## src/rtl/bitmap_frame_allocator_assert.svh

```systemverilog
// assertion macros for the bitmap frame allocator
// expects clk and arst_n in the scope of the including module
`ifndef BITMAP_FRAME_ALLOCATOR_ASSERT_SVH
`define BITMAP_FRAME_ALLOCATOR_ASSERT_SVH

// consequent checked in the same cycle as the antecedent
`define BFA_ASSERT_IMP(lbl, ante, cons, msg) \
	lbl: assert property (@(posedge clk) disable iff (!arst_n) (ante) |-> (cons)) \
		else $error(msg);

// consequent checked in the cycle after the antecedent
`define BFA_ASSERT_NXT(lbl, ante, cons, msg) \
	lbl: assert property (@(posedge clk) disable iff (!arst_n) (ante) |=> (cons)) \
		else $error(msg);

`endif

```

## src/rtl/bfa_pkg.sv

```systemverilog
// shared types and constants of the bitmap frame allocator
// no dependencies
package bfa_pkg;

	localparam int FRAME_COUNT_DEF = 1024;
	localparam int REG_W = 11;
	localparam int REG_IDX_W = 1;
	localparam int KIND_W = 2;
	localparam int FRAME_IN_W = 13;
	localparam int GRANT_W = 10;
	localparam int WORD_BITS = 32;
	localparam int WORD_SHIFT = 5;

	localparam logic [REG_W-1:0] KERNEL_FIRST_RST = 11'd16;
	localparam logic [REG_W-1:0] KERNEL_END_RST = 11'd256;

	// fixed reserved areas
	localparam int GDT_FRAME = 'h90;
	localparam int BIOS_FIRST = 'hA0;
	localparam int BIOS_END = 'h100;

	typedef enum logic [KIND_W-1:0] {
		KIND_ALLOC = 2'd0,
		KIND_FREE  = 2'd1,
		KIND_INIT  = 2'd2
	} kind_t;

	typedef enum logic [REG_IDX_W-1:0] {
		REG_KERNEL_FIRST = 1'b0,
		REG_KERNEL_END   = 1'b1
	} reg_idx_t;

	typedef enum logic [2:0] {
		ST_INIT,
		ST_IDLE,
		ST_A_PICK,
		ST_A_CHECK,
		ST_F_WRITE
	} state_t;

	typedef struct packed {
		logic [KIND_W-1:0]     kind;
		logic [FRAME_IN_W-1:0] frame;
	} in_t;

	typedef struct packed {
		logic [GRANT_W-1:0] granted_frame;
		logic               found;
	} out_t;

endpackage

```

## src/rtl/bfa_ram.sv

```systemverilog
// generic single-write, single-read synchronous ram with registered read data
// no dependencies
module bfa_ram #(
	parameter int WIDTH = 32,
	parameter int DEPTH = 32
) (
	input  logic                     clk,
	input  logic                     we,
	input  logic [$clog2(DEPTH)-1:0] waddr,
	input  logic [WIDTH-1:0]         wdata,
	input  logic                     re,
	input  logic [$clog2(DEPTH)-1:0] raddr,
	output logic [WIDTH-1:0]         rdata
);

	logic [WIDTH-1:0] mem [DEPTH];
	logic [WIDTH-1:0] rdata_q;

	always_ff @(posedge clk) begin
		if (we) begin
			mem[waddr] <= wdata;
		end
		if (re) begin
			rdata_q <= mem[raddr];
		end
	end

	assign rdata = rdata_q;

endmodule

```

## src/rtl/bfa_summary.sv

```systemverilog
// one flag per bitmap word telling whether the word holds any free frame,
// and a search for the lowest flagged word at or above the start word; uses bfa_pkg
module bfa_summary #(
	parameter int DEPTH = 32
) (
	input  logic                                            clk,
	input  logic                                            arst_n,
	input  logic                                            upd_en,
	input  logic [$clog2(DEPTH)-1:0]                        upd_idx,
	input  logic                                            upd_free,
	input  logic [bfa_pkg::REG_W-bfa_pkg::WORD_SHIFT-1:0]  start_word,
	input  logic                                            skip_start,
	output logic                                            hit,
	output logic [$clog2(DEPTH)-1:0]                        hit_idx
);

	localparam int AW = $clog2(DEPTH);

	logic [DEPTH-1:0] free_q;

	always_ff @(posedge clk or negedge arst_n) begin
		if (!arst_n) begin
			free_q <= '0;
		end else if (upd_en) begin
			free_q[upd_idx] <= upd_free;
		end
	end

	// lowest flagged word above the start word, or the start word itself unless skipped
	always_comb begin
		hit = 1'b0;
		hit_idx = '0;
		for (int w = DEPTH - 1; w >= 0; w--) begin
			if (free_q[w] && ((w > int'(start_word)) ||
					(w == int'(start_word) && !skip_start))) begin
				hit = 1'b1;
				hit_idx = AW'(w);
			end
		end
	end

endmodule

```

## src/rtl/bitmap_frame_allocator.sv

```systemverilog
// Bitmap frame allocator: one used/free bit per frame, kept in a word memory of
// 32 frames per word with a flag per word that says whether it holds a free frame.
// An allocate request searches the word flags and reads the word, then picks the
// lowest free bit and writes the word back; when the first flagged word is the one
// holding kernel_end and its only free bits lie below kernel_end, a second search
// and read follow. A free request reads the word and writes it back; a free of a
// frame at or beyond FRAME_COUNT or an unused kind is dropped. Alloc and free
// requests are read-modify-writes on the word memory, so one runs at a time.
// A reinitialize request and reset both run a fill pass over all words, one word a
// cycle, during which in_stall is high; the pass uses the kernel range registers as
// they stood when it started. Results wait in an output register, so a request may
// be taken while an earlier result is still stalled.
module bitmap_frame_allocator #(
	parameter int FRAME_COUNT = bfa_pkg::FRAME_COUNT_DEF
) (
	input  logic                            clk,
	input  logic                            arst_n,
	input  logic                            in_valid,
	output logic                            in_stall,
	input  bfa_pkg::in_t                    in_data,
	output logic                            out_valid,
	input  logic                            out_stall,
	output bfa_pkg::out_t                   out_data,
	input  logic                            cfg_we,
	input  logic [bfa_pkg::REG_IDX_W-1:0]   cfg_index,
	input  logic [bfa_pkg::REG_W-1:0]       cfg_data
);

	`include "bitmap_frame_allocator_assert.svh"

	localparam int WB = bfa_pkg::WORD_BITS;
	localparam int WS = bfa_pkg::WORD_SHIFT;
	localparam int DEPTH = (FRAME_COUNT + WB - 1) / WB;
	localparam int AW = $clog2(DEPTH);
	localparam int FW = AW + WS;
	localparam int SW = bfa_pkg::REG_W - WS;
	localparam int CMP_W = ((FW > bfa_pkg::FRAME_IN_W) ? FW : bfa_pkg::FRAME_IN_W) + 1;
	localparam logic [CMP_W-1:0] FC_C = CMP_W'(FRAME_COUNT);
	localparam logic [CMP_W-1:0] GDT_C = CMP_W'(bfa_pkg::GDT_FRAME);
	localparam logic [CMP_W-1:0] BIOS_FIRST_C = CMP_W'(bfa_pkg::BIOS_FIRST);
	localparam logic [CMP_W-1:0] BIOS_END_C = CMP_W'(bfa_pkg::BIOS_END);
	localparam logic [AW-1:0] LAST_WORD = AW'(DEPTH - 1);

	bfa_pkg::state_t state_q, state_d;

	logic [bfa_pkg::REG_W-1:0] kfirst_q, kend_q;
	logic [bfa_pkg::REG_W-1:0] ini_first_q, ini_end_q;
	logic [AW-1:0]             idx_q;
	logic [AW-1:0]             op_word_q;
	logic [WS-1:0]             op_bit_q;
	logic                      hit_q;
	logic                      out_valid_q;
	bfa_pkg::out_t             out_q, out_d;

	logic          ram_we, ram_re;
	logic [AW-1:0] ram_waddr, ram_raddr;
	logic [WB-1:0] ram_wdata, ram_rdata;

	logic          sum_upd_en, sum_upd_free, sum_hit, sum_skip;
	logic [AW-1:0] sum_upd_idx, sum_hit_idx;

	logic [WB-1:0] init_word;
	logic [WB-1:0] low_mask, free_bits, set_word;
	logic [WS-1:0] pick_bit;
	logic [FW-1:0] pick_frame;
	logic          any_free, grant, out_free, out_load, take_item, free_in_range;
	logic [SW-1:0] start_word;

	bfa_ram #(
		.WIDTH(WB),
		.DEPTH(DEPTH)
	) u_ram (
		.clk  (clk),
		.we   (ram_we),
		.waddr(ram_waddr),
		.wdata(ram_wdata),
		.re   (ram_re),
		.raddr(ram_raddr),
		.rdata(ram_rdata)
	);

	bfa_summary #(
		.DEPTH(DEPTH)
	) u_summary (
		.clk       (clk),
		.arst_n    (arst_n),
		.upd_en    (sum_upd_en),
		.upd_idx   (sum_upd_idx),
		.upd_free  (sum_upd_free),
		.start_word(start_word),
		.skip_start(sum_skip),
		.hit       (sum_hit),
		.hit_idx   (sum_hit_idx)
	);

	assign start_word = kend_q[bfa_pkg::REG_W-1:WS];
	assign sum_skip = (state_q == bfa_pkg::ST_A_PICK);
	assign out_free = !out_valid_q || !out_stall;
	assign take_item = in_valid && !in_stall;
	assign free_in_range = CMP_W'(in_data.frame) < FC_C;

	// initial contents of the word being filled
	always_comb begin
		logic [CMP_W-1:0] f;
		for (int b = 0; b < WB; b++) begin
			f = CMP_W'({idx_q, WS'(b)});
			init_word[b] = (f >= CMP_W'(ini_first_q) && f < CMP_W'(ini_end_q)) ||
				(f == GDT_C) || (f >= BIOS_FIRST_C && f < BIOS_END_C) || (f >= FC_C);
		end
	end

	// free bits of the read word, ignoring those below kernel_end in its own word
	always_comb begin
		if (CMP_W'(op_word_q) == CMP_W'(start_word)) begin
			low_mask = {WB{1'b1}} << kend_q[WS-1:0];
		end else begin
			low_mask = {WB{1'b1}};
		end
		free_bits = ~ram_rdata & low_mask;
		any_free = |free_bits;
		pick_bit = '0;
		for (int b = WB - 1; b >= 0; b--) begin
			if (free_bits[b]) begin
				pick_bit = WS'(b);
			end
		end
		set_word = ram_rdata | (WB'(1) << pick_bit);
		pick_frame = {op_word_q, pick_bit};
		grant = hit_q && any_free;
	end

	always_comb begin
		state_d = state_q;
		in_stall = (state_q != bfa_pkg::ST_IDLE);
		ram_we = 1'b0;
		ram_waddr = op_word_q;
		ram_wdata = set_word;
		ram_re = 1'b0;
		ram_raddr = sum_hit_idx;
		sum_upd_en = 1'b0;
		sum_upd_idx = op_word_q;
		sum_upd_free = |(~set_word);
		out_load = 1'b0;
		out_d.found = grant;
		out_d.granted_frame = grant ? bfa_pkg::GRANT_W'(pick_frame) : '0;
		case (state_q)
			bfa_pkg::ST_INIT: begin
				ram_we = 1'b1;
				ram_waddr = idx_q;
				ram_wdata = init_word;
				sum_upd_en = 1'b1;
				sum_upd_idx = idx_q;
				sum_upd_free = |(~init_word);
				if (idx_q == LAST_WORD) begin
					state_d = bfa_pkg::ST_IDLE;
				end
			end
			bfa_pkg::ST_IDLE: begin
				if (take_item) begin
					case (in_data.kind)
						bfa_pkg::KIND_ALLOC: begin
							ram_re = 1'b1;
							state_d = bfa_pkg::ST_A_CHECK;
						end
						bfa_pkg::KIND_FREE: begin
							if (free_in_range) begin
								ram_re = 1'b1;
								ram_raddr = in_data.frame[WS +: AW];
								state_d = bfa_pkg::ST_F_WRITE;
							end
						end
						bfa_pkg::KIND_INIT: begin
							state_d = bfa_pkg::ST_INIT;
						end
						default: begin
						end
					endcase
				end
			end
			bfa_pkg::ST_A_PICK: begin
				ram_re = 1'b1;
				state_d = bfa_pkg::ST_A_CHECK;
			end
			bfa_pkg::ST_A_CHECK: begin
				if (hit_q && !any_free) begin
					// start word only had free frames below kernel_end
					state_d = bfa_pkg::ST_A_PICK;
				end else if (out_free) begin
					out_load = 1'b1;
					ram_we = grant;
					sum_upd_en = grant;
					state_d = bfa_pkg::ST_IDLE;
				end
			end
			bfa_pkg::ST_F_WRITE: begin
				ram_we = 1'b1;
				ram_wdata = ram_rdata & ~(WB'(1) << op_bit_q);
				sum_upd_en = 1'b1;
				sum_upd_free = 1'b1;
				state_d = bfa_pkg::ST_IDLE;
			end
			default: begin
				state_d = bfa_pkg::ST_IDLE;
			end
		endcase
	end

	always_ff @(posedge clk or negedge arst_n) begin
		if (!arst_n) begin
			state_q <= bfa_pkg::ST_INIT;
			kfirst_q <= bfa_pkg::KERNEL_FIRST_RST;
			kend_q <= bfa_pkg::KERNEL_END_RST;
			ini_first_q <= bfa_pkg::KERNEL_FIRST_RST;
			ini_end_q <= bfa_pkg::KERNEL_END_RST;
			idx_q <= '0;
			hit_q <= 1'b0;
			out_valid_q <= 1'b0;
		end else begin
			state_q <= state_d;
			if (cfg_we) begin
				case (cfg_index)
					bfa_pkg::REG_KERNEL_FIRST: kfirst_q <= cfg_data;
					bfa_pkg::REG_KERNEL_END: kend_q <= cfg_data;
					default: begin
					end
				endcase
			end
			if (state_q == bfa_pkg::ST_INIT) begin
				idx_q <= idx_q + AW'(1);
			end else if (state_d == bfa_pkg::ST_INIT) begin
				// snapshot the kernel range for the whole fill pass
				idx_q <= '0;
				ini_first_q <= kfirst_q;
				ini_end_q <= kend_q;
			end
			if (ram_re && state_d == bfa_pkg::ST_A_CHECK) begin
				hit_q <= sum_hit;
			end
			if (out_load) begin
				out_valid_q <= 1'b1;
			end else if (!out_stall) begin
				out_valid_q <= 1'b0;
			end
		end
	end

	always_ff @(posedge clk) begin
		if (ram_re) begin
			op_word_q <= ram_raddr;
			op_bit_q <= in_data.frame[WS-1:0];
		end
		if (out_load) begin
			out_q <= out_d;
		end
	end

	assign out_valid = out_valid_q;
	assign out_data = out_q;

	`BFA_ASSERT_IMP(a_fill_stalls, state_q == bfa_pkg::ST_INIT, in_stall, "request taken during fill pass")
	`BFA_ASSERT_IMP(a_port_exclusive, ram_we, !ram_re, "word memory read and written in one cycle")
	`BFA_ASSERT_IMP(a_grant_above_kernel, out_load && grant, CMP_W'(pick_frame) >= CMP_W'(kend_q), "frame below kernel_end granted")
	`BFA_ASSERT_NXT(a_read_consumed, ram_re, state_q == bfa_pkg::ST_A_CHECK || state_q == bfa_pkg::ST_F_WRITE, "word read without a consumer")

endmodule
```

## config.mk

```make
export PLATFORM = sky130hd
export DESIGN_NAME = bitmap_frame_allocator
export DESIGN_NICKNAME = d
export VERILOG_FILES = /design/src/rtl/bfa_pkg.sv /design/src/rtl/bfa_ram.sv /design/src/rtl/bfa_summary.sv /design/src/rtl/bitmap_frame_allocator.sv
export VERILOG_INCLUDE_DIRS = /design/src /design/src/rtl
export SDC_FILE = /design/constraint.sdc
export NUM_CORES = 2
export LEC_CHECK = 0
export BUFFER_PORTS_ARGS = -buffer_cell sky130_fd_sc_hd__buf_2
export CAP_MARGIN = 10
export CORE_MARGIN = 4
export CORE_UTILIZATION = 45
export CTS_CLUSTER_DIAMETER = 50
export DETAILED_ROUTE_END_ITERATION = 6
export GPL_ROUTABILITY_DRIVEN = 0
export RECOVER_POWER = 100
export SKIP_CTS_REPAIR_TIMING = 1
export SYNTH_ARGS = -nofsm -noshare
export SYNTH_HDL_FRONTEND = slang
export SYNTH_SLANG_ARGS = --single-unit
```

## constraint.sdc

```tcl
create_clock -name clk -period 13.3 [get_ports clk]
set_clock_uncertainty 0.2 [all_clocks]
set_input_delay 0 -clock clk [delete_from_list [all_inputs] [get_ports clk]]
set_output_delay 0 -clock clk [all_outputs]
set_load 0.01 [all_outputs]
```

### Word level (Yosys, flattened, before mapping)

Memories as Yosys holds them, arrays and structs flattened. A register that Yosys moved wholly into a read port is not among the register bits.
Index checks and enable logic that the tools add are counted.
W data, S select, Z words.

| operators by class | value |
|---|---|
| equality and inequality tests | 43 |
| shift-type cells | 3 |
| reduce and logical (&&, ||, !) cells | 215 |
| bitwise logic cells | 9 |
| multiplexer cells | 130 |
| $lt $le $gt $ge | 162 |
| $add $sub $neg | 1 |

Operators by type and width:

| kind | count |
|---|---|
| $mux W5 | 71 |
| $ge A10 B11 Y1 | 32 |
| $lt A10 B11 Y1 | 32 |
| $ge A10 B8 Y1 const B | 32 |
| $lt A10 B9 Y1 const B | 32 |
| $logic_and A1 B1 Y1 | 133 |
| $not A32 Y32 | 4 |
| $eq A6 B6 Y1 const A | 16 |
| $gt A5 B6 Y1 const A | 16 |
| $reduce_or A32 Y1 | 3 |
| $logic_or A1 B1 Y1 | 65 |
| $and A32 B32 Y32 | 2 |
| $pmux W32 S2 | 1 |
| $shl A1 B5 Y32 const A | 2 |
| $eq A5 B6 Y1 const A | 8 |
| $gt A4 B6 Y1 const A | 8 |
| $mux W1 | 44 |
| $bwmux W32 | 1 |
| $mux W32 | 1 |
| $or A32 B32 Y32 | 1 |
| $shl A32 B5 Y32 const A | 1 |
| $eq A4 B6 Y1 const A | 4 |
| $gt A3 B6 Y1 const A | 4 |
| $mux W3 | 5 |
| 30 further kinds | 45 |

| word-level totals | value |
|---|---|
| memory bits (writable) | 1024 |
| word-level logic and storage cells | 577 |
| memories kept | 1 |
| input port bits | 32 |
| output and inout port bits | 13 |
| register bits | 107 |

Memory list:

| name | depth | width | rd ports | clocked after Yosys merged registers in | write ports | RTL line | RTL |
|---|---|---|---|---|---|---|---|
| u_ram.mem | 32 | 32 | 1 | 1 | 1 | bfa_ram.sv:16 | `logic [WIDTH-1:0] mem [DEPTH];` |

### Logic depth before layout (Yosys ltp)

| logic depth | value |
|---|---|
| word-level depth | 41 |
| mapped depth | 18 |
| mapped depth without buffers | 14 |

### Modules after synthesis

From an unflattened synthesis, not the netlist that was laid out.

| second synthesis, totals | value |
|---|---|
| cells, all modules | 3391 |
| area total of the unflattened synthesis | 50262.0 µm² |

By module, submodules not included:

| module | times used | area each (µm²) | cells an instance |
|---|---|---|---|
| bfa_ram | 1 | 40811.6 | 2260 |
| bitmap_frame_allocator | 1 | 6835.3 | 830 |
| bfa_summary | 1 | 2615.0 | 301 |

### Worst setup path before layout

Ideal clock, no wire load.

| timing | value |
|---|---|
| path type | register to register |
| start | register state_q[2] |
| end | register ini_end_q[2] (netlist name) |
| slack | 5470 ps |
| arrival time | 7505 ps |
| period minus slack after synthesis | 7830 ps |
| buffers on the path | 2 |
| data required time | 12975 ps |
| cell stages (with the launch flop) | 9 |
| path through | dfrtp_1 clkbuf_1 or3_1 or3b_2 o41ai_1 nor3_1 nand2_1 clkbuf_1 mux2_2 |

| on the way | value |
|---|---|
| word-level cells in the longest chain between the ends | 7 |
| elaborated cells between the ends (all ways) | 17 |
| those cells by class | eq/ne: 4; mux: 7; bitwise: 1; reduce/logical: 5 |

RTL lines:

| what | RTL line | RTL |
|---|---|---|
| start, declared | bitmap_frame_allocator.sv:44 | `bfa_pkg::state_t state_q, state_d;` |
| start signal, assigned | bitmap_frame_allocator.sv:210 | `state_q <= bfa_pkg::ST_INIT;` |
| start signal, assigned | bitmap_frame_allocator.sv:219 | `state_q <= state_d;` |
| $ne A3 B1 Y1 | bitmap_frame_allocator.sv:134 | `in_stall = (state_q != bfa_pkg::ST_IDLE);` |
| named net in_stall | bitmap_frame_allocator.sv:19 | `output logic in_stall,` |
| $logic_not A1 Y1 | bitmap_frame_allocator.sv:99 | `assign take_item = in_valid && !in_stall;` |
| $logic_and A1 B1 Y1 | bitmap_frame_allocator.sv:99 |  |
| $mux W3 | bitmap_frame_allocator.sv:159 | `if (take_item) begin` |
| $pmux W3 S4 | bitmap_frame_allocator.sv:146 | `case (state_q)` |
| $logic_not A3 Y1 | bitmap_frame_allocator.sv:230 | `end else if (state_d == bfa_pkg::ST_INIT) begin` |
| $reduce_and A2 Y1 (no source line) | -- |  |
| end signal, assigned | bitmap_frame_allocator.sv:214 | `ini_end_q <= bfa_pkg::KERNEL_END_RST;` |
| end signal, assigned | bitmap_frame_allocator.sv:234 | `ini_end_q <= kend_q;` |
| end, declared | bitmap_frame_allocator.sv:47 | `logic [bfa_pkg::REG_W-1:0] ini_first_q, ini_end_q;` |

The timed path passes the listed nets, and every way through them passes these cells.
A chain may end at the register's enable or synchronous reset.

### Worst setup path after layout

| timing | value |
|---|---|
| start | register state_q[2] |
| end | register ini_end_q[0] (netlist name) |

| on the way | value |
|---|---|
| word-level cells in the longest chain between the ends | 7 |
| elaborated cells between the ends (all ways) | 17 |
| those cells by class | eq/ne: 4; mux: 7; bitwise: 1; reduce/logical: 5 |

RTL lines:

| what | RTL line |
|---|---|
| $ne A3 B1 Y1 | bitmap_frame_allocator.sv:134 |
| $logic_not A1 Y1 | bitmap_frame_allocator.sv:99 |
| $logic_and A1 B1 Y1 | bitmap_frame_allocator.sv:99 |
| $mux W3 | bitmap_frame_allocator.sv:159 |
| $pmux W3 S4 | bitmap_frame_allocator.sv:146 |
| $logic_not A3 Y1 | bitmap_frame_allocator.sv:230 |
| $reduce_and A2 Y1 (no source line) (*) | -- |

Every way passes the cells marked *; elsewhere a longest branch is shown, timed or not.

==> reports/metrics.yaml <==
status:
  outcome: "finished, violations left"
  failed_checks: "DRC, capacitance limit, slew limit"
pwr:
  internal_power_mw: 9.67
  switching_share: 0.389
  powerDensity_nw_per_um2: 280
  p_leak_nw: 18.4
  ir_drop_uv: 252
  seq_power_share: 0.366
  p_comb_frac: 0.402
  finalPower_mw: 15.8
  switching_power_mw: 6.17
  clkPwrFrac: 0.232
layout:
  fin_cells: 5046
  drive_above_1_share: 0.147
  ff_latch_area_um2: 34500
  layout.nets: 3514
  multi_input_area_um2: 14400
  fill_cells: 8930
  syn_to_final_growth_pct: 13.6
synth:
  synth.top_cells.by_area: "edfxtp_1 65%, mux4_2 5.7%, dfrtp_1 4.1%"
  syn_inst: 3372
  synth_top_area_share: 0.650
  synth_edf_count: 1077
  syn_area_per_cell_um2: 14.8
  synth.cells.most_frequent: "1,077 x edfxtp_1, 349 x nand2_1, 196 x clkbuf_1, 166 x and3_1, 140 x a31oi_1"
  yosysSeqAreaShare: 0.693
  ys_dominant_reg_cell: "edfxtp_1"
  syn_nets: 3420
  synthesis.area_um2: 49800
  yosysMostFrequentCell: "edfxtp_1"
  synthArstFlopShare: 0.0739
  yosys_register_bits: 1163
  synth_cell_type_count: 92
  yosysTopAreaCell: "edfxtp_1"
  ys.warnings.count: 0
floorplan:
  die_y_um: 341
  design.core.area_um2: 109000
  rows: 121
  die_x_um: 341
  initial_core_util: 0.455
  io_pins: 45
  die-area_um2: 116000
grt:
  grt_antenna_before_repair: 2
  grt_overflow_total: 0
  grt_pass1_wl_um: 215000
  grt_pass1_vias: 31500
  grt_usage: 0.253
  grt_max_degree: 161
setup_path:
  crit_type: "reg2reg"
  crit_start: "state_q[2]"
  rr_endpoint: "ini_end_q[0]"
  end_kind: "flip-flop"
  crit_chain: "clkbuf_1 > or3_1 > or3b_2 > dlygate4sd3_1 > nor2_1 > nor2_1 > o41ai_1 > dlygate4sd3_1 > clkbuf_1 > nor3_1 > nand2_1 > mux2_2"
  crit_slowest_cell: "clkbuf_1"
  required_ns: 13.69
  arrival_ns: 9.80
  r2r_slack_ns: 3.89
  cp-endpoint: "ini_end_q[0]"
  critPathMaxStageDelay_ns: 3.04
  r2r-start: "state_q[2]"
  rr_worst_depth: 12
  critPathMaxFanout: 49
  start_kind: "flip-flop"
routing:
  dr.first_iter.drc_count: 4534
  wire_per_inst_um: 29.5
  first_pass_iters: 7
  vias: 32500
  via_per_inst: 6.44
  drc: 19
  wirelength_um: 149000
  ant_nets: 0
sta:
  fmax_ghz: 0.106
  fin_crit_sh: 0.708
  worstMarginPinSlew_ns: 4.37
  rsz0062_at_grt: "no"
  setup_violations: 0
  relSlewSlack: -1.91
  slew_violations: 1656
  final-hold-violation-count: 0
  fin_tns_setup_ns: 0
  period_minus_slack_ns: 9.41
place:
  dp_hpwl_um: 79400
  placedCellCount: 4742
  portBuffers: 44
job:
  cap_viol_max_count: 55
clock_network:
  htree_levels: 4
  clk_latency_ns: 0.74
  cts_sinks: 1163
  cts_tree: "built"
  cts_made_buffers: 134
  cts.clk_slew.worst_paths_ns: 0.05
  clockRootBuffer: "clkbuf_16"
  clk_path_buf_depth: 3
min_path:
  min_path_type: "in2reg"
==> layer usage <==
metal,track usage,routed length [um],vias to the layer above,part of all wire
met5,0,18,-,0.00012
li1,-,-,13700,-
met1,0.344,58500,16500,0.39
met2,0.401,69600,1925,0.47
met4,0.100,6130,2,0.041
met3,0.0525,14500,416,0.098
==> cell usage in the layout, fill, tap and decap left out, types with 16 or more instances in the layout <==
cell type | Yosys | final
nor2_4 | 0 | 24
nand4_1 | 36 | 36
or3_1 | 17 | 17
nor3_1 | 33 | 30
edfxtp_1 | 1077 | 1077
mux2i_1 | 41 | 41
mux4_2 | 126 | 126
dfrtp_1 | 82 | 82
buf_4 | 1 | 26
o211ai_1 | 49 | 49
clkbuf_16 | 0 | 142
ha_1 | 16 | 16
a31oi_1 | 140 | 140
o21ai_0 | 129 | 133
nor2_1 | 122 | 96
inv_1 | 33 | 34
clkbuf_1 | 196 | 107
nand2b_1 | 20 | 20
mux2_2 | 45 | 45
dlygate4sd3_1 | 0 | 53
clkinv_1 | 1 | 21
a211oi_1 | 133 | 133
and3_1 | 166 | 164
buf_2 | 15 | 30
nand2_1 | 349 | 348
nand3_1 | 30 | 30
a31oi_2 | 20 | 20
a22oi_1 | 107 | 107
a21oi_1 | 84 | 81
==> power groups by stage <==
stage	clock network, mW	logic, mW	registers (mW)
floorplan	0	4.33	5.57
global placement	0	6.19	5.77
detailed placement	0	6.36	5.78
CTS	3.73	6.37	5.71
global route	3.90	6.87	5.82
finish	3.68	6.36	5.80
==> worst max-delay path, delay by kind of cell (launching register included) <==
| kind | cells | cell delay (ns) |
|---|---|---|
| compound gates | 1 | 0.12 |
| buf+inv | 4 | 4.99 |
| flops | 1 | 0.35 |
| mux | 1 | 0.43 |
| simple gates | 6 | 3.16 |
==> logic make-up (layout without fill, tap and decap cells) <==
group / after synthesis / after routing / share of synthesized area
AOI/OAI and AO/OA: 824 / 824 / 0.116
xor gates and xnor gates: 6 / 6 / 0.00174
adders and majority gates: 16 / 16 / 0.00402
buffers and inverters: 271 / 466 / 0.0220
DFF: 1163 / 1163 / 0.693
muxes: 212 / 212 / 0.0755
other: 0 / 3 / 0
and+or+nand+nor: 880 / 880 / 0.0879
==> registers in the layout, summed over array words and instances, names as in the netlist <==
signal,flops
out_data,11
state_q,3
op_word_q,5
u_summary.free_q,32
kend_q,11
u_ram.mem,1024
ini_end_q,11
idx_q,5
op_bit_q,5
u_ram.rdata,32
out_valid,1
ini_first_q,11
hit_q,1
kfirst_q,11
==> per-stage QoR <==
step | setup slack (ns) | utilization | hold slack (ns) | cell area, um^2
CTS | 6.40 | 0.516 | -0.972 | 56400
detailed placement | 6.42 | 0.475 | -0.182 | 51900
global route | 3.30 | 0.517 | 0.0842 | 56500
floorplan | 5.47 | - | -0.496 | 49800
global placement | 6.46 | 0.475 | -0.198 | 51900
finish | 3.89 | 0.517 | 0.0692 | 56500
==> how the worst min path moves through the flow <==
stage | start | endpoint | slack, ns | cells past startpoint
final | out_stall | out_data[5] | 0.07 | 3
after CTS | arst_n | ini_first_q[8] | -0.97 | 1
after detailed placement | arst_n | kfirst_q[9] | -0.18 | 1
after global placement | arst_n | ini_first_q[8] | -0.20 | 1
after floorplan | arst_n | hit_q | -0.50 | 0
after global routing | out_stall | out_data[5] | 0.08 | 3
==> cell type report <==
class	instances	share of cell area
antenna	3	0.000133
sequential	1163	0.611
clock inverter	71	0.0142
tap	1476	0.0327
timing repair buffer	194	0.0215
clock buffer	166	0.0645
multi-input combinational	1938	0.254
inverter	35	0.00246
(Power assumes the default switching activity.)
